===== src/rtl/wtsc_pkg.sv =====
`timescale 1ns / 1ps
`default_nettype none

package wtsc_pkg;

    localparam int unsigned TICKS_PER_WAVE_CLOCK_DEF = 8;
    localparam int unsigned STEPS_PER_BANK_DEF       = 32;

    localparam int unsigned RATE_BASE    = 2048;
    localparam int unsigned RATE_W       = 11;
    localparam int unsigned BANK_BYTES   = 16;
    localparam int unsigned BYTE_IDX_W   = 4;
    localparam int unsigned MEM_ADDR_W   = BYTE_IDX_W + 1;
    localparam int unsigned CFG_IDX_W    = 3;
    localparam int unsigned CFG_DATA_W   = RATE_W;
    localparam int unsigned SAMPLE_W     = 8;
    localparam logic [3:0]  NIBBLE_BIAS  = 4'd8;
    localparam logic [2:0]  FORCED_MULT  = 3'd3;

    typedef enum logic [1:0] {
        FUNC_TICK    = 2'd0,
        FUNC_TRIGGER = 2'd1,
        FUNC_STOP    = 2'd2,
        FUNC_WRITE   = 2'd3
    } t_func;

    typedef enum logic [CFG_IDX_W-1:0] {
        REG_PLAYBACK_ENABLE = 3'd0,
        REG_TWO_BANK_MODE   = 3'd1,
        REG_START_BANK      = 3'd2,
        REG_LEN_GATE        = 3'd3,
        REG_VOL_FORCE       = 3'd4,
        REG_VOLUME_CODE     = 3'd5,
        REG_RATE_VALUE      = 3'd6
    } t_cfg_idx;

    typedef struct packed {
        logic              playback_enable;
        logic              two_bank_mode;
        logic              start_bank;
        logic              len_gate_en;
        logic              vol_force;
        logic [1:0]        volume_code;
        logic [RATE_W-1:0] rate_value;
    } t_cfg;

    typedef struct packed {
        logic [1:0] func;
        logic       length_nonzero;
        logic       write_bank;
        logic [3:0] write_index;
        logic [7:0] write_data;
    } t_in_item;

    typedef struct packed {
        logic signed [SAMPLE_W-1:0] sample_out;
        logic                       playing;
        logic                       stepped;
    } t_out_item;

    typedef struct packed {
        logic                  we;
        logic [MEM_ADDR_W-1:0] addr;
        logic [7:0]            data;
    } t_mem_wr;

    typedef struct packed {
        logic running;
        logic cnt_zero;
        logic pos_zero;
    } t_eng_stat;

    // volume multiplier: mute, x4, x2, x1; forced volume gives x3
    function automatic logic [2:0] vol_mult(input logic force_vol, input logic [1:0] code);
        logic [2:0] m;
        if (force_vol) begin
            m = FORCED_MULT;
        end else begin
            unique case (code)
                2'd0: m = 3'd0;
                2'd1: m = 3'd4;
                2'd2: m = 3'd2;
                default: m = 3'd1;
            endcase
        end
        return m;
    endfunction

endpackage

`default_nettype wire


===== src/rtl/wtsc_in_if.sv =====
`timescale 1ns / 1ps
`default_nettype none

interface wtsc_in_if;
    logic       valid;
    logic       ready;
    logic [1:0] func;
    logic       length_nonzero;
    logic       write_bank;
    logic [3:0] write_index;
    logic [7:0] write_data;

    modport source (
        output valid, func, length_nonzero, write_bank, write_index, write_data,
        input  ready
    );
    modport sink (
        input  valid, func, length_nonzero, write_bank, write_index, write_data,
        output ready
    );
endinterface

`default_nettype wire


===== src/rtl/wtsc_out_if.sv =====
`timescale 1ns / 1ps
`default_nettype none

interface wtsc_out_if;
    logic              valid;
    logic              ready;
    logic signed [7:0] sample_out;
    logic              playing;
    logic              stepped;

    modport source (
        output valid, sample_out, playing, stepped,
        input  ready
    );
    modport sink (
        input  valid, sample_out, playing, stepped,
        output ready
    );
endinterface

`default_nettype wire


===== src/rtl/wtsc_cfg_regs.sv =====
`timescale 1ns / 1ps
`default_nettype none

module wtsc_cfg_regs (
    input  wire logic                            i_clk,
    input  wire logic                            i_rst_n,
    input  wire logic                            i_cfg_we,
    input  wire logic [wtsc_pkg::CFG_IDX_W-1:0]  i_cfg_idx,
    input  wire logic [wtsc_pkg::CFG_DATA_W-1:0] i_cfg_data,
    output wtsc_pkg::t_cfg                       o_cfg
);

    wtsc_pkg::t_cfg r_cfg;
    wtsc_pkg::t_cfg n_cfg;

    always_comb begin
        n_cfg = r_cfg;
        if (i_cfg_we) begin
            unique case (i_cfg_idx)
                wtsc_pkg::REG_PLAYBACK_ENABLE: n_cfg.playback_enable = i_cfg_data[0];
                wtsc_pkg::REG_TWO_BANK_MODE:   n_cfg.two_bank_mode   = i_cfg_data[0];
                wtsc_pkg::REG_START_BANK:      n_cfg.start_bank      = i_cfg_data[0];
                wtsc_pkg::REG_LEN_GATE:        n_cfg.len_gate_en     = i_cfg_data[0];
                wtsc_pkg::REG_VOL_FORCE:       n_cfg.vol_force       = i_cfg_data[0];
                wtsc_pkg::REG_VOLUME_CODE:     n_cfg.volume_code     = i_cfg_data[1:0];
                wtsc_pkg::REG_RATE_VALUE:      n_cfg.rate_value      = i_cfg_data;
                default: ;  // drop writes beyond the register list
            endcase
        end
    end

    always_ff @(posedge i_clk) begin
        if (!i_rst_n) begin
            r_cfg <= '0;
        end else begin
            r_cfg <= n_cfg;
        end
    end

    assign o_cfg = r_cfg;

endmodule

`default_nettype wire


===== src/rtl/wtsc_wave_mem.sv =====
`timescale 1ns / 1ps
`default_nettype none

module wtsc_wave_mem (
    input  wire logic                            i_clk,
    input  wire logic                            i_rst_n,
    input  wtsc_pkg::t_mem_wr                    i_wr,
    input  wire logic [wtsc_pkg::MEM_ADDR_W-1:0] i_raddr,
    output logic [7:0]                           o_rdata
);

    localparam int unsigned DEPTH = 2 * wtsc_pkg::BANK_BYTES;

    logic [7:0] r_mem [DEPTH];

    always_ff @(posedge i_clk) begin
        if (!i_rst_n) begin
            for (int k = 0; k < DEPTH; k++) begin
                r_mem[k] <= '0;
            end
        end else if (i_wr.we) begin
            r_mem[i_wr.addr] <= i_wr.data;
        end
    end

    assign o_rdata = r_mem[i_raddr];

endmodule

`default_nettype wire


===== src/rtl/wtsc_engine.sv =====
`timescale 1ns / 1ps
`default_nettype none

module wtsc_engine #(
    parameter int unsigned TICKS_PER_WAVE_CLOCK = wtsc_pkg::TICKS_PER_WAVE_CLOCK_DEF,
    parameter int unsigned STEPS_PER_BANK       = wtsc_pkg::STEPS_PER_BANK_DEF
) (
    input  wire logic                            i_clk,
    input  wire logic                            i_rst_n,
    input  wtsc_pkg::t_cfg                       i_cfg,
    input  wire logic                            i_advance,
    input  wtsc_pkg::t_in_item                   i_item,
    input  wire logic [7:0]                      i_mem_rdata,
    output logic [wtsc_pkg::MEM_ADDR_W-1:0]      o_mem_raddr,
    output wtsc_pkg::t_mem_wr                    o_mem_wr,
    output wtsc_pkg::t_out_item                  o_result,
    output wtsc_pkg::t_eng_stat                  o_stat
);

    localparam int unsigned POS_W    = $clog2(STEPS_PER_BANK);
    localparam int unsigned POS_XW   = 7;
    localparam int unsigned CNT_W    = $clog2(TICKS_PER_WAVE_CLOCK * wtsc_pkg::RATE_BASE);
    localparam int unsigned PERIOD_W = CNT_W + 1;
    localparam int unsigned SPAN_W   = wtsc_pkg::RATE_W + 1;

    logic [POS_W-1:0]            r_pos, n_pos;
    logic                        r_bank, n_bank;
    logic                        r_running, n_running;
    logic [CNT_W-1:0]            r_cnt, n_cnt;
    logic [wtsc_pkg::SAMPLE_W-1:0] r_latch, n_latch;
    logic                        r_status, n_status;

    logic [POS_XW-1:0]           pos_wide;
    logic [POS_W:0]              pos_inc;
    logic [3:0]                  nibble;
    logic signed [4:0]           centered;
    logic signed [7:0]           gated;
    logic signed [7:0]           mult;
    logic signed [7:0]           scaled;
    logic [SPAN_W-1:0]           rate_span;
    logic [PERIOD_W-1:0]         period;
    logic                        stepped;

    // read address follows the play position: (position / 2) mod 16 in the playing bank
    assign pos_wide    = POS_XW'(r_pos);
    assign o_mem_raddr = {r_bank, pos_wide[4:1]};

    assign nibble   = r_pos[0] ? i_mem_rdata[3:0] : i_mem_rdata[7:4];
    assign centered = $signed({1'b0, nibble}) - $signed({1'b0, wtsc_pkg::NIBBLE_BIAS});
    assign gated    = (i_cfg.len_gate_en && !i_item.length_nonzero) ? 8'sd0 : 8'(centered);
    assign mult     = $signed({5'b0, wtsc_pkg::vol_mult(i_cfg.vol_force,
                                                        i_cfg.volume_code)});
    assign scaled   = (gated * mult) <<< 2;

    assign rate_span = SPAN_W'(wtsc_pkg::RATE_BASE) - SPAN_W'(i_cfg.rate_value);
    assign period    = PERIOD_W'(TICKS_PER_WAVE_CLOCK) * PERIOD_W'(rate_span);
    assign pos_inc   = (POS_W + 1)'(r_pos) + (POS_W + 1)'(1);

    always_comb begin
        n_pos     = r_pos;
        n_bank    = r_bank;
        n_running = r_running;
        n_cnt     = r_cnt;
        n_latch   = r_latch;
        n_status  = r_status;
        stepped   = 1'b0;
        o_mem_wr  = '{we: 1'b0, addr: {i_item.write_bank, i_item.write_index},
                      data: i_item.write_data};
        if (i_advance) begin
            unique case (wtsc_pkg::t_func'(i_item.func))
                wtsc_pkg::FUNC_TICK: begin
                    if (r_running) begin
                        if (r_cnt == '0) begin
                            stepped = 1'b1;
                            if (!i_cfg.playback_enable) begin
                                n_status  = 1'b0;
                                n_latch   = '0;
                                n_pos     = '0;
                                n_running = 1'b0;
                                n_cnt     = '0;
                            end else begin
                                n_status = 1'b1;
                                n_latch  = scaled;
                                n_cnt    = CNT_W'(period - PERIOD_W'(1));
                                if (pos_inc >= (POS_W + 1)'(STEPS_PER_BANK)) begin
                                    n_pos = '0;
                                    if (i_cfg.two_bank_mode) begin
                                        n_bank = ~r_bank;
                                    end
                                end else begin
                                    n_pos = pos_inc[POS_W-1:0];
                                end
                            end
                        end else begin
                            n_cnt = r_cnt - CNT_W'(1);
                        end
                    end
                end
                wtsc_pkg::FUNC_TRIGGER: begin
                    // first step lands on the next tick
                    n_status  = 1'b0;
                    n_latch   = '0;
                    n_pos     = '0;
                    n_running = 1'b1;
                    n_bank    = i_cfg.start_bank;
                    n_cnt     = '0;
                end
                wtsc_pkg::FUNC_STOP: begin
                    n_status  = 1'b0;
                    n_latch   = '0;
                    n_pos     = '0;
                    n_running = 1'b0;
                    n_cnt     = '0;
                end
                wtsc_pkg::FUNC_WRITE: begin
                    o_mem_wr.we = 1'b1;
                end
                default: ;
            endcase
        end
    end

    always_ff @(posedge i_clk) begin
        if (!i_rst_n) begin
            r_pos     <= '0;
            r_bank    <= 1'b0;
            r_running <= 1'b0;
            r_cnt     <= '0;
            r_latch   <= '0;
            r_status  <= 1'b0;
        end else begin
            r_pos     <= n_pos;
            r_bank    <= n_bank;
            r_running <= n_running;
            r_cnt     <= n_cnt;
            r_latch   <= n_latch;
            r_status  <= n_status;
        end
    end

    // result reflects the state this item leaves behind
    assign o_result = '{sample_out: $signed(n_latch), playing: n_status, stepped: stepped};
    assign o_stat   = '{running: r_running, cnt_zero: (r_cnt == '0), pos_zero: (r_pos == '0)};

endmodule

`default_nettype wire


===== src/rtl/wave_table_sound_channel.sv =====
`timescale 1ns / 1ps
`default_nettype none

// Wave-table sound channel.
// i_in carries one item per system tick: a tick, a trigger, a stop or a
// wave memory byte write; o_out returns one result per item: the latched
// sample, the playing flag and a flag for a wave step on that item.
// Registers are to be written through i_cfg_we / i_cfg_idx / i_cfg_data
// while no item is in flight; the block does not enforce this. They take
// effect on the next item. An accepted item sits in an input register;
// when the result register is free or draining, the step logic (period
// product, wave byte read, volume scaling) updates the channel state and
// loads the result register. One item per cycle is sustained while o_out
// is ready; the rate is set by the combinational step path in between.
// Reset clears registers, channel state and the 32-byte wave memory at once;
// items are taken in the first cycle after reset.
// When the receiver stalls, the result register holds; the input register
// takes one more item and then i_in.ready drops until o_out moves.

module wave_table_sound_channel #(
    parameter int unsigned TICKS_PER_WAVE_CLOCK = wtsc_pkg::TICKS_PER_WAVE_CLOCK_DEF,
    parameter int unsigned STEPS_PER_BANK       = wtsc_pkg::STEPS_PER_BANK_DEF
) (
    input  wire logic                            i_clk,
    input  wire logic                            i_rst_n,
    wtsc_in_if.sink                              i_in,
    wtsc_out_if.source                           o_out,
    input  wire logic                            i_cfg_we,
    input  wire logic [wtsc_pkg::CFG_IDX_W-1:0]  i_cfg_idx,
    input  wire logic [wtsc_pkg::CFG_DATA_W-1:0] i_cfg_data
);

    wtsc_pkg::t_cfg       cfg;
    wtsc_pkg::t_in_item   r_item;
    logic                 r_in_valid;
    wtsc_pkg::t_out_item  r_out;
    wtsc_pkg::t_out_item  result;
    logic                 r_out_valid;
    logic                 advance;
    logic                 in_take;
    wtsc_pkg::t_mem_wr    mem_wr;
    logic [wtsc_pkg::MEM_ADDR_W-1:0] mem_raddr;
    logic [7:0]           mem_rdata;
    wtsc_pkg::t_eng_stat  stat;

    wtsc_cfg_regs u_cfg (
        .i_clk      (i_clk),
        .i_rst_n    (i_rst_n),
        .i_cfg_we   (i_cfg_we),
        .i_cfg_idx  (i_cfg_idx),
        .i_cfg_data (i_cfg_data),
        .o_cfg      (cfg)
    );

    wtsc_wave_mem u_mem (
        .i_clk   (i_clk),
        .i_rst_n (i_rst_n),
        .i_wr    (mem_wr),
        .i_raddr (mem_raddr),
        .o_rdata (mem_rdata)
    );

    wtsc_engine #(
        .TICKS_PER_WAVE_CLOCK (TICKS_PER_WAVE_CLOCK),
        .STEPS_PER_BANK       (STEPS_PER_BANK)
    ) u_engine (
        .i_clk       (i_clk),
        .i_rst_n     (i_rst_n),
        .i_cfg       (cfg),
        .i_advance   (advance),
        .i_item      (r_item),
        .i_mem_rdata (mem_rdata),
        .o_mem_raddr (mem_raddr),
        .o_mem_wr    (mem_wr),
        .o_result    (result),
        .o_stat      (stat)
    );

    // move the held item on when the result register is free or draining
    assign advance    = r_in_valid && (!r_out_valid || o_out.ready);
    assign i_in.ready = !r_in_valid || advance;
    assign in_take    = i_in.valid && i_in.ready;

    always_ff @(posedge i_clk) begin
        if (!i_rst_n) begin
            r_in_valid  <= 1'b0;
            r_out_valid <= 1'b0;
        end else begin
            if (in_take) begin
                r_in_valid <= 1'b1;
            end else if (advance) begin
                r_in_valid <= 1'b0;
            end
            if (advance) begin
                r_out_valid <= 1'b1;
            end else if (o_out.ready) begin
                r_out_valid <= 1'b0;
            end
        end
    end

    always_ff @(posedge i_clk) begin
        if (in_take) begin
            r_item <= '{func: i_in.func, length_nonzero: i_in.length_nonzero,
                        write_bank: i_in.write_bank, write_index: i_in.write_index,
                        write_data: i_in.write_data};
        end
        if (advance) begin
            r_out <= result;
        end
    end

    assign o_out.valid      = r_out_valid;
    assign o_out.sample_out = r_out.sample_out;
    assign o_out.playing    = r_out.playing;
    assign o_out.stepped    = r_out.stepped;

    a_stopped_silent: assert property (@(posedge i_clk) disable iff (!i_rst_n)
        (o_out.valid && !o_out.playing) |-> (o_out.sample_out == '0))
        else $error("stopped channel shows a nonzero sample");

    a_idle_state_clear: assert property (@(posedge i_clk) disable iff (!i_rst_n)
        !stat.running |-> (stat.cnt_zero && stat.pos_zero))
        else $error("idle channel keeps a count or position");

    a_free_output_ready: assert property (@(posedge i_clk) disable iff (!i_rst_n)
        !r_out_valid |-> i_in.ready)
        else $error("input stalled while result register is empty");

    a_advance_fills_output: assert property (@(posedge i_clk) disable iff (!i_rst_n)
        advance |=> o_out.valid)
        else $error("processed item produced no result");

endmodule

`default_nettype wire


===== src/flat_wrapper.sv =====
// flat-port wrapper written by rule: the top's interface ports become plain ports
module wave_table_sound_channel_flat 
#(
    parameter int unsigned TICKS_PER_WAVE_CLOCK = wtsc_pkg::TICKS_PER_WAVE_CLOCK_DEF,
    parameter int unsigned STEPS_PER_BANK       = wtsc_pkg::STEPS_PER_BANK_DEF
)
  (i_clk, i_rst_n, i_cfg_we, i_cfg_idx, i_cfg_data, i_in_valid, i_in_func, i_in_length_nonzero, i_in_write_bank, i_in_write_index, i_in_write_data, i_in_ready, o_out_valid, o_out_sample_out, o_out_playing, o_out_stepped, o_out_ready);
  wtsc_in_if i_in_i ();
  wtsc_out_if o_out_i ();
  input  wire logic i_clk;
  input  wire logic i_rst_n;
  input  wire logic i_cfg_we;
  input  wire logic [wtsc_pkg::CFG_IDX_W-1:0] i_cfg_idx;
  input  wire logic [wtsc_pkg::CFG_DATA_W-1:0] i_cfg_data;
  input wire logic [$bits(i_in_i.valid)-1:0] i_in_valid;
  input wire logic [$bits(i_in_i.func)-1:0] i_in_func;
  input wire logic [$bits(i_in_i.length_nonzero)-1:0] i_in_length_nonzero;
  input wire logic [$bits(i_in_i.write_bank)-1:0] i_in_write_bank;
  input wire logic [$bits(i_in_i.write_index)-1:0] i_in_write_index;
  input wire logic [$bits(i_in_i.write_data)-1:0] i_in_write_data;
  output wire logic [$bits(i_in_i.ready)-1:0] i_in_ready;
  output wire logic [$bits(o_out_i.valid)-1:0] o_out_valid;
  output wire logic [$bits(o_out_i.sample_out)-1:0] o_out_sample_out;
  output wire logic [$bits(o_out_i.playing)-1:0] o_out_playing;
  output wire logic [$bits(o_out_i.stepped)-1:0] o_out_stepped;
  input wire logic [$bits(o_out_i.ready)-1:0] o_out_ready;
  assign i_in_i.valid = i_in_valid;
  assign i_in_i.func = i_in_func;
  assign i_in_i.length_nonzero = i_in_length_nonzero;
  assign i_in_i.write_bank = i_in_write_bank;
  assign i_in_i.write_index = i_in_write_index;
  assign i_in_i.write_data = i_in_write_data;
  assign i_in_ready = i_in_i.ready;
  assign o_out_valid = o_out_i.valid;
  assign o_out_sample_out = o_out_i.sample_out;
  assign o_out_playing = o_out_i.playing;
  assign o_out_stepped = o_out_i.stepped;
  assign o_out_i.ready = o_out_ready;
  wave_table_sound_channel #(.TICKS_PER_WAVE_CLOCK(TICKS_PER_WAVE_CLOCK), .STEPS_PER_BANK(STEPS_PER_BANK)) u_core (.i_clk(i_clk), .i_rst_n(i_rst_n), .i_in(i_in_i), .o_out(o_out_i), .i_cfg_we(i_cfg_we), .i_cfg_idx(i_cfg_idx), .i_cfg_data(i_cfg_data));
endmodule

===== config.mk =====
export PLATFORM = sky130hd
export DESIGN_NAME = wave_table_sound_channel_flat
export DESIGN_NICKNAME = d
export VERILOG_FILES = /design/src/rtl/wtsc_pkg.sv /design/src/rtl/wtsc_in_if.sv /design/src/rtl/wtsc_out_if.sv /design/src/rtl/wtsc_cfg_regs.sv /design/src/rtl/wtsc_wave_mem.sv /design/src/rtl/wtsc_engine.sv /design/src/rtl/wave_table_sound_channel.sv /design/src/flat_wrapper.sv
export SDC_FILE = /design/constraint.sdc
export NUM_CORES = 1
export LEC_CHECK = 0
export ABC_AREA = 1
export CORE_MARGIN = 8
export CORE_UTILIZATION = 55
export CTS_CLUSTER_DIAMETER = 120
export DETAILED_ROUTE_END_ITERATION = 12
export DONT_BUFFER_PORTS = 1
export PLACE_DENSITY_LB_ADDON = 0.12
export REMOVE_ABC_BUFFERS = 1
export SYNTH_ARGS = -nofsm -noshare
export SYNTH_HDL_FRONTEND = slang
export SYNTH_SLANG_ARGS = --single-unit
export TNS_END_PERCENT = 30

===== constraint.sdc =====
create_clock -name i_clk -period 3.8 [get_ports i_clk]
set_input_delay 0.38 -clock i_clk [delete_from_list [all_inputs] [get_ports i_clk]]
set_output_delay 0.38 -clock i_clk [all_outputs]
set_load 0.01 [all_outputs]

==> metrics.txt, run 1 <==
run status finished, violations left; failing checks negative setup slack; Tcrit/Tclk final 1.040; crit-path max cell delay 0.51 ns; Core Rows 61; slew of the pin with the lowest slew margin 1.163 ns; CP bufs+invs 6; number of remaining DRC errors 0; async set-reset flop share out of synthesis 0; GR met1 Demand/Resource 0.3481; CTS max path bufs 3; fin nets 1752; slew margin rel. 0.2235; M2 GR Usage 0.3919; mux cell area share after synthesis 0; Routed Antenna Nets 0; busiest grt layer met2; Compound-Gate Fraction of Synth Area 0.09522; htree depth 2; Die W 184.5 um; cts bufs inserted 37; min cycle time layout 3.950 ns; DR vias 12310; # clock sinks 332; met3 GRT Util 0.05060; yosys warns 0; unrepaired setup endpoints after global routing true; simple-gate area share of the yosys netlist 0.2174; Die Y 184.5 um; via/cell ratio 5.841; grt ovf 0; largest family of logic cells by synthesized area simple AND/OR/NAND/NOR gates; Main synth FF type edfxtp_1; clk root buf clkbuf_16; hold path cells 2; CP Class reg -> reg; pin count of the biggest net entering global routing 45; Area Growth Syn to Fin 18.53%; worst-case reg-to-reg path depth 25; Yosys cell types 46; LEAKAGE 0.007334 uW; routability cong. 0.8963; CP arrival 4.22 ns; initial antenna violation count 0; starting density of the core 0.5604; Crit-path slowest cell fa_1; adder-cell share of the synthesized area 0.01507; core box area 27860 um2; CP Depth 25; hpwl dp 26850 um; 1st-iter DRT viols 1416; Ports 47; Clock Skews 0.01365 ns; DIE AREA 34030 um2; iteration count of the initial detailed-routing pass 6; Post-Syn Instances 1623; Yosys reg bits 332; Peak Freq 253.2 MHz; Clock Pin Slew Worst Setup and Hold Paths 0.06 ns; total power density per cell area 456.5 nW/um2; Data required, critical path 4.07 ns; sequential share of the synthesized area 0.6066; startpoint types flip-flop; CTS tree done; endpoint class of the critical path flip-flop; Antenna diodes 0; Post-Syn Area per Cell 9.619 um2; fin cells 2107; critical path's top delay family adder cells; WL/cell 20.40 um; Peak supply drop 0.4169 mV; final hold viol count 0; total track usage 0.2544; fin area 18500 um2; final setup fails 6; Hold Path Class in -> reg; Worst Slack Setup Final -0.1502 ns; global-route wire length before repair 66180 um; post-synthesis cell area 15610 um2; DP Area 16430 um2; Final Max Tran Viols 0; # Max-Cap Violations 0; Placed Cells incl. Taps 2000; vias in the first global route 11800; Max Fanout on Critical Path 7; clk_lat worst skew 0.53 ns; Routed WL 42990 um; Synth Area in XOR/XNOR 0.01483; fraction of layout cells with a size suffix above 1 0.1614; number of port buffers 0; Post-synth EDFFs 282
-- state kept, by name, summed over array words and instances (netlist names) --
register	flops
u_core.u_engine.r_pos	5
u_core.o_out.stepped	1
u_core.u_engine.r_cnt	14
u_core.r_item	16
u_core.u_engine.r_latch	8
u_core.o_out.playing	1
u_core.o_out.sample_out	8
u_core.u_engine.r_status	1
u_core.u_engine.r_running	1
u_core.r_in_valid	1
u_core.u_engine.r_bank	1
u_core.u_mem.r_mem	256
u_core.o_out.valid	1
u_core.u_cfg.o_cfg	18
-- final cells by class --
| type | count | area (um2) |
|---|---|---|
| flip-flops and latches | 332 | 9474 |
| fillers | 2210 | 9354 |
| multi-input cells | 1107 | 5582 |
| repair buffers | 129 | 1365 |
| clock buffers | 47 | 1057 |
| well taps | 378 | 473.0 |
| inverters | 93 | 361.6 |
| clock inverters | 21 | 191.4 |
-- synth_stat cells, types with 16 or more instances --
cell type | number | area (um2)
inv_1 | 79 | 296.5
buf_2 | 24 | 120.1
clkbuf_1 | 50 | 187.7
o21ai_0 | 129 | 645.6
nand3_1 | 109 | 545.5
o221ai_1 | 30 | 262.8
nand2_1 | 241 | 904.6
xor2_1 | 16 | 140.1
o22ai_1 | 18 | 112.6
a21oi_1 | 51 | 255.2
nor2_1 | 410 | 1539
dfxtp_1 | 50 | 1001
edfxtp_1 | 282 | 8468
-- cells by family (layout without fill, tap and decap cells) --
family / count (synthesis) / in the layout
compound gates: 260 / 260
xor+xnor: 23 / 23
fa+ha+maj: 17 / 17
buf+inv: 184 / 290
flops: 332 / 332
simple gates: 807 / 807
-- timing repair --
action                                  in CTS  in global routing
resized for setup                           74                 15
hold buffers                                19                  0
endpoints found under the hold margin       25                  0
cloned                                       8                  0
endpoints found under the setup margin       6                  6
pin swaps                                   57                 20
buffers inserted                            14                  1
-- routing by layer --
layer	up-vias	wire (um)
li1	5705	-
met1	5824	17810
met2	659	19130
met3	118	4286
met4	0	1755
met5	-	0
-- final timing paths --
path	from	endpoint	slack [ns]
worst min register to register	u_core.u_engine.r_latch[1]	u_core.u_engine.r_latch[1]	0.44
worst max register to register	u_core.u_engine.r_pos[1]	u_core.o_out.sample_out[7]	-0.15
worst min-delay path	i_rst_n	u_core.u_cfg.o_cfg[2]	0.01
worst max-delay path	u_core.u_engine.r_pos[1]	u_core.o_out.sample_out[7]	-0.15
-- power by group --
| group | leakage (uW) | internal [uW] | switching [uW] | total [uW] |
|---|---|---|---|---|
| clock | 0.000610 | 2180 | 1460 | 3640 |
| sequential | 0.00333 | 4060 | 56.7 | 4110 |
| combinational | 0.00340 | 237 | 455 | 692 |
-- through the flow --
step | TNS, ns | hold WS [ns] | util | total power [uW] | setup WS [ns]
5_1_grt | -1.355 | 0.007838 | 0.6642 | 8687 | -0.2879
6_report | -0.4338 | 0.01125 | 0.6642 | 8446 | -0.1502
2_1_floorplan | -27.78 | 0.4261 | - | 4535 | -2.864
3_5_place_dp | -1.306 | 0.4367 | 0.5899 | 4761 | -0.3195
3_3_place_gp | -0.7596 | 0.4360 | 0.5899 | 4752 | -0.2111
4_1_cts | -0.1020 | 0.003345 | 0.6644 | 8460 | -0.08427
-- placed cells by master, fill, tap and decap left out, types with 10 or more instances in the layout --
cell type | netlist | routed
a21oi_1 | 51 | 50
buf_12 | 0 | 15
buf_4 | 10 | 86
clkbuf_16 | 0 | 40
clkinv_1 | 2 | 10
dfxtp_1 | 50 | 48
dlygate4sd3_1 | 0 | 19
edfxtp_1 | 282 | 282
ha_1 | 14 | 11
inv_1 | 79 | 67
inv_2 | 12 | 22
nand2_1 | 241 | 234
nand2_2 | 3 | 10
nand3_1 | 109 | 95
nand3_2 | 3 | 17
nor2_1 | 410 | 401
nor2_2 | 6 | 14
o21ai_0 | 129 | 114
o21ai_1 | 15 | 25
o221ai_1 | 30 | 27
o22ai_1 | 18 | 15
xor2_1 | 16 | 15
Note: power is estimated with default switching activity, not from simulation.
==> run 2: changes to the inputs <==
--- a/config.mk
+++ b/config.mk
@@ -6,7 +6,6 @@
 export NUM_CORES = 1
 export LEC_CHECK = 0
 export ABC_AREA = 1
-export CORE_MARGIN = 8
 export CORE_UTILIZATION = 55
 export CTS_CLUSTER_DIAMETER = 120
 export DETAILED_ROUTE_END_ITERATION = 12
==> metrics.txt, run 2 (synthesized netlist as in run 1, its figures left out) <==
run status finished, violations left; failing checks negative setup slack; starting density of the core 0.5604; 1st-iter DRT viols 1597; clk root buf clkbuf_16; WL/cell 19.67 um; final setup fails 3; pin count of the biggest net entering global routing 47; post-place setup slack -0.2116 ns; Clock Skews 0.01679 ns; Reg-to-Reg End u_core.o_out.sample_out[7]; Antenna diodes 0; Setup TNS -0.1862 ns; slew margin rel. 0.2103; CP arrival 4.18 ns; Clock Pin Slew Worst Setup and Hold Paths 0.06 ns; hold_ws 0.01479 ns; iteration count of the initial detailed-routing pass 5; slew of the pin with the lowest slew margin 1.183 ns; Tcrit/Tclk final 1.027; Peak Freq 256.2 MHz; LEAKAGE 0.007286 uW; unrepaired setup endpoints after global routing true; # Max-Cap Violations 0; Worst Slack Setup Final -0.1039 ns; Core Rows 61; clk_lat worst skew 0.52 ns; busiest grt layer met2; Die Y 170.5 um; startpoint types flip-flop; GR met1 Demand/Resource 0.4126; endpoint class of the critical path flip-flop; fin cells 2103; Crit. Startpoint u_core.u_engine.r_pos[1]; met3 GRT Util 0.03860; M2 GR Usage 0.4440; number of port buffers 0; max FFs per register 256; Peak supply drop 0.5621 mV; worst reg2reg setup slack -0.10 ns; most frequent cells in the layout nor2_1, edfxtp_1, nand2_1; most flop-heavy register u_core.u_mem.r_mem; vias in the first global route 11180; DIE AREA 29060 um2; min cycle time layout 3.904 ns; cts bufs inserted 36; number of remaining DRC errors 0; Max Fanout on Critical Path 7; final hold viol count 0; Hold Path Class in -> reg; total power density per cell area 441.7 nW/um2; # clock sinks 332; Pwr Total 8091 uW; crit path to u_core.o_out.sample_out[7]; global-route wire length before repair 62110 um; core box area 27860 um2; worst-case reg-to-reg path depth 26; CTS tree done; grt ovf 0; Die W 170.5 um; initial antenna violation count 0; Data required, critical path 4.07 ns; htree depth 2; Routed Antenna Nets 0; total track usage 0.2840; Worst R2R Start u_core.u_engine.r_pos[1]; via/cell ratio 5.827; commonest non-fill, non-tap cell in the layout nor2_1; Placed Cells incl. Taps 2004; routability cong. 0.8718; # fillers 2157; fraction of layout cells with a size suffix above 1 0.1472; Routed WL 41360 um; Ports 47; Final Max Tran Viols 0; CTS max path bufs 3; CP Class reg -> reg; Area Growth Syn to Fin 17.34%; fin nets 1754; hpwl dp 26040 um; DR vias 12250
## run 2: report_power, final
group	total, uW	switching, uW	leakage [uW]	internal (uW)
sequential	4110	53.1	0.00333	4050
clock	3310	1380	0.000538	1930
combinational	671	441	0.00342	230
## run 2: cell type report
class,instances,area [um2],share of cell area
Tap cell,378,473.0,0.02582
Multi-Input combinational cell,1107,5532,0.3020
Inverter,93,364.1,0.01988
Sequential cell,332,9477,0.5173
Clock inverter,16,125.1,0.006831
Clock buffer,45,965.9,0.05273
Timing Repair Buffer,132,1381,0.07541
## run 2: per-layer routing
metal / part of all wire / wire [um] / vias to the layer above
li1: - / - / 5717
met4: 0.026 / 1075 / 0
met5: 0 / 0 / -
met1: 0.43 / 17620 / 5865
met3: 0.088 / 3626 / 78
met2: 0.46 / 19040 / 594
## run 2: critical path: stages, from the launching register on
cell,delay [ns]
dfxtp_4,0.37
buf_12,0.13
clkinv_8,0.08
buf_12,0.13
buf_4,0.11
nor2_1,0.03
o22ai_1,0.20
nor2_1,0.10
o311ai_2,0.35
nand3_1,0.12
nand2_1,0.11
nand2_2,0.07
nor2_1,0.10
ha_1,0.14
inv_1,0.05
fa_1,0.54
inv_2,0.05
ha_4,0.24
a21oi_2,0.13
nand2_1,0.07
xor2_1,0.15
inv_1,0.06
nand3_1,0.07
nand3_1,0.08
nand2_1,0.05
nand2_1,0.07
nand2_1,0.05
## run 2: repair_timing
| item | 4_1_cts | 5_1_grt |
|---|---|---|
| setup buffers | 1 | 11 |
| endpoints found under the hold margin | 22 | 1 |
| pin swaps | 15 | 9 |
| gates cloned | 2 | 5 |
| hold buffers | 18 | 1 |
| gates resized for setup | 43 | 35 |
| endpoints found under the setup margin | 5 | 6 |
## run 2: per-stage QoR
step | utilization | instance area (um2)
after floorplan | - | 15160
after global placement | 0.5909 | 16460
after detailed placement | 0.5909 | 16460
after CTS | 0.6446 | 17960
after global routing | 0.6575 | 18320
final | 0.6575 | 18320
## run 2: how the worst min path moves through the flow
stage	startpoint	end	slack, ns	depth (start not counted)
2_1_floorplan	u_core.u_engine.r_latch[0]	u_core.u_engine.r_latch[0]	0.43	2
3_3_place_gp	u_core.u_engine.r_latch[1]	u_core.u_engine.r_latch[1]	0.44	2
3_5_place_dp	u_core.u_engine.r_latch[0]	u_core.u_engine.r_latch[0]	0.45	2
4_1_cts	i_rst_n	u_core.u_cfg.o_cfg[11]	0.0006	2
5_1_grt	i_rst_n	u_core.u_cfg.o_cfg[7]	0.007	2
6_report	i_rst_n	u_core.u_cfg.o_cfg[7]	0.01	2
==> run 3: changes to the inputs <==
--- a/config.mk
+++ b/config.mk
@@ -6,6 +6,7 @@
 export NUM_CORES = 1
 export LEC_CHECK = 0
 export ABC_AREA = 1
+export CORE_MARGIN = 2
 export CORE_UTILIZATION = 55
 export CTS_CLUSTER_DIAMETER = 120
 export DETAILED_ROUTE_END_ITERATION = 12
==> metrics.txt, run 3 (synthesized netlist as in run 1, its figures left out) <==
run status finished, violations left; failing checks negative setup slack; CP Class reg -> reg; M1 WL 17890 um; Peak Freq 261.0 MHz; Pwr Total 8076 uW; Die Y 172.5 um; Most Frequent Cell on Critical Path nand2_1; fin area 18010 um2; cts bufs inserted 35; via/cell ratio 5.842; slew of the pin with the lowest slew margin 1.176 ns; clk_lat worst skew 0.53 ns; Final Max Tran Viols 0; final setup fails 1; Crit-path slowest cell fa_1; total power density per cell area 448.4 nW/um2; CP bufs+invs 7; DIE AREA 29750 um2; vias in the first global route 11570; # clock sinks 332; CTS max path bufs 3; min cycle time layout 3.832 ns; CP arrival 4.10 ns; top layer in use met4; Hold Path Class in -> reg; critical path's top delay family simple AND/OR/NAND/NOR gates; Clock Skews 0.02827 ns; LEAKAGE 0.007111 uW; Setup TNS -0.03191 ns; DR vias 12170; Antenna diodes 0; Worst Slack Setup Final -0.03191 ns; global-route wire length before repair 63810 um; iteration count of the initial detailed-routing pass 5; Routed WL 41740 um; length of routed met3 wiring 3592 um; Max Fanout on Critical Path 12; number of port buffers 0; total track usage 0.2844; Peak supply drop 0.5117 mV; clk root buf clkbuf_16; core box area 27860 um2; number of remaining DRC errors 0; commonest non-fill, non-tap cell in the layout nor2_1; Die W 172.5 um; met2 routed WL 19000 um; DP Area 16340 um2; crit-path max cell delay 0.52 ns; fin nets 1734; final hold viol count 0; fraction of layout cells with a size suffix above 1 0.1384; most flop-heavy register u_core.u_mem.r_mem; most frequent cells in the layout nor2_1, edfxtp_1, nand2_1; grt ovf 0; max FFs per register 256; Data required, critical path 4.06 ns; slew margin rel. 0.2155; Area Growth Syn to Fin 15.37%; WL/cell 20.04 um; hpwl dp 27060 um; # Max-Cap Violations 0; endpoint class of the critical path flip-flop; Core Rows 61; Routed Antenna Nets 0; initial antenna violation count 0; htree depth 2; CTS tree done; # fillers 2222; 1st-iter DRT viols 1614; routability cong. 0.8977; unrepaired setup endpoints after global routing true; Clock Pin Slew Worst Setup and Hold Paths 0.06 ns; pin count of the biggest net entering global routing 48; startpoint types flip-flop; Ports 47; Tcrit/Tclk final 1.008; starting density of the core 0.5604
-- run 3: changes by cell type in the layout (fill, tap and decap cells not counted), sizes merged --
cell and delta:
buf -14, bufbuf -2, bufinv +1, clkbuf -5
clkinv -3, clkinvlp +1, inv +2
-- run 3: through the flow --
step	setup WS, ns	utilization	hold slack [ns]	std cells
CTS	0.001152	0.6382	0.0008253	2074
detailed placement	-0.1837	0.5866	0.4445	1993
finish	-0.03191	0.6465	0.02094	2083
floorplan	-2.864	-	0.4261	1532
global route	-0.2252	0.6465	0.02105	2083
global placement	-0.2227	0.5866	0.4393	1993
-- run 3: cell type report --
type | instances | area [um2] | area share
Inverter | 93 | 356.6 | 0.01980
Sequential cell | 332 | 9474 | 0.5260
Clock buffer | 43 | 925.9 | 0.05141
Timing Repair Buffer | 113 | 1116 | 0.06197
Multi-Input combinational cell | 1107 | 5505 | 0.3057
Clock inverter | 17 | 160.2 | 0.008892
Tap cell | 378 | 473.0 | 0.02626
-- run 3: repair_timing --
item / in CTS / in global routing
gates resized for setup: 42 / 49
endpoints found under the setup margin: 6 / 6
cloned: 1 / 2
endpoints found under the hold margin: 21 / 0
pin swaps: 11 / 31
hold buffers: 19 / 0
buffers inserted: 1 / 8
-- run 3: worst paths after layout --
kind	start	end	slack [ns]	cells after the start
worst max-delay path	u_core.u_engine.r_pos[1]	u_core.o_out.sample_out[7]	-0.03	26
worst min-delay path	i_rst_n	u_core.u_cfg.o_cfg[7]	0.02	2
worst min register to register	u_core.u_cfg.o_cfg[14]	u_core.u_cfg.o_cfg[14]	0.45	2
worst max register to register	u_core.u_engine.r_pos[1]	u_core.o_out.sample_out[7]	-0.03	26
-- run 3: worst register-to-register path, delay by kind of cell, from the launching register on --
family	cells	cell delay, ns
AO/OA/AOI/OAI	2	0.28
AND/OR/NAND/NOR	13	1.18
adder cells (fa/ha/maj)	3	0.96
buffers and inverters	7	0.62
flip-flops	1	0.40
XOR/XNOR	1	0.15
-- run 3: power breakdown --
| group | switching (uW) | internal (uW) |
|---|---|---|
| combinational | 427 | 206 |
| sequential | 63.8 | 4060 |
| clock | 1390 | 1930 |
-- run 3: per-layer routing --
| metal | GRT usage | up-vias |
|---|---|---|
| li1 | - | 5682 |
| met1 | 0.4090 | 5795 |
| met2 | 0.4398 | 595 |
| met3 | 0.04738 | 96 |
| met4 | 0.09974 | 0 |
| met5 | 0 | - |
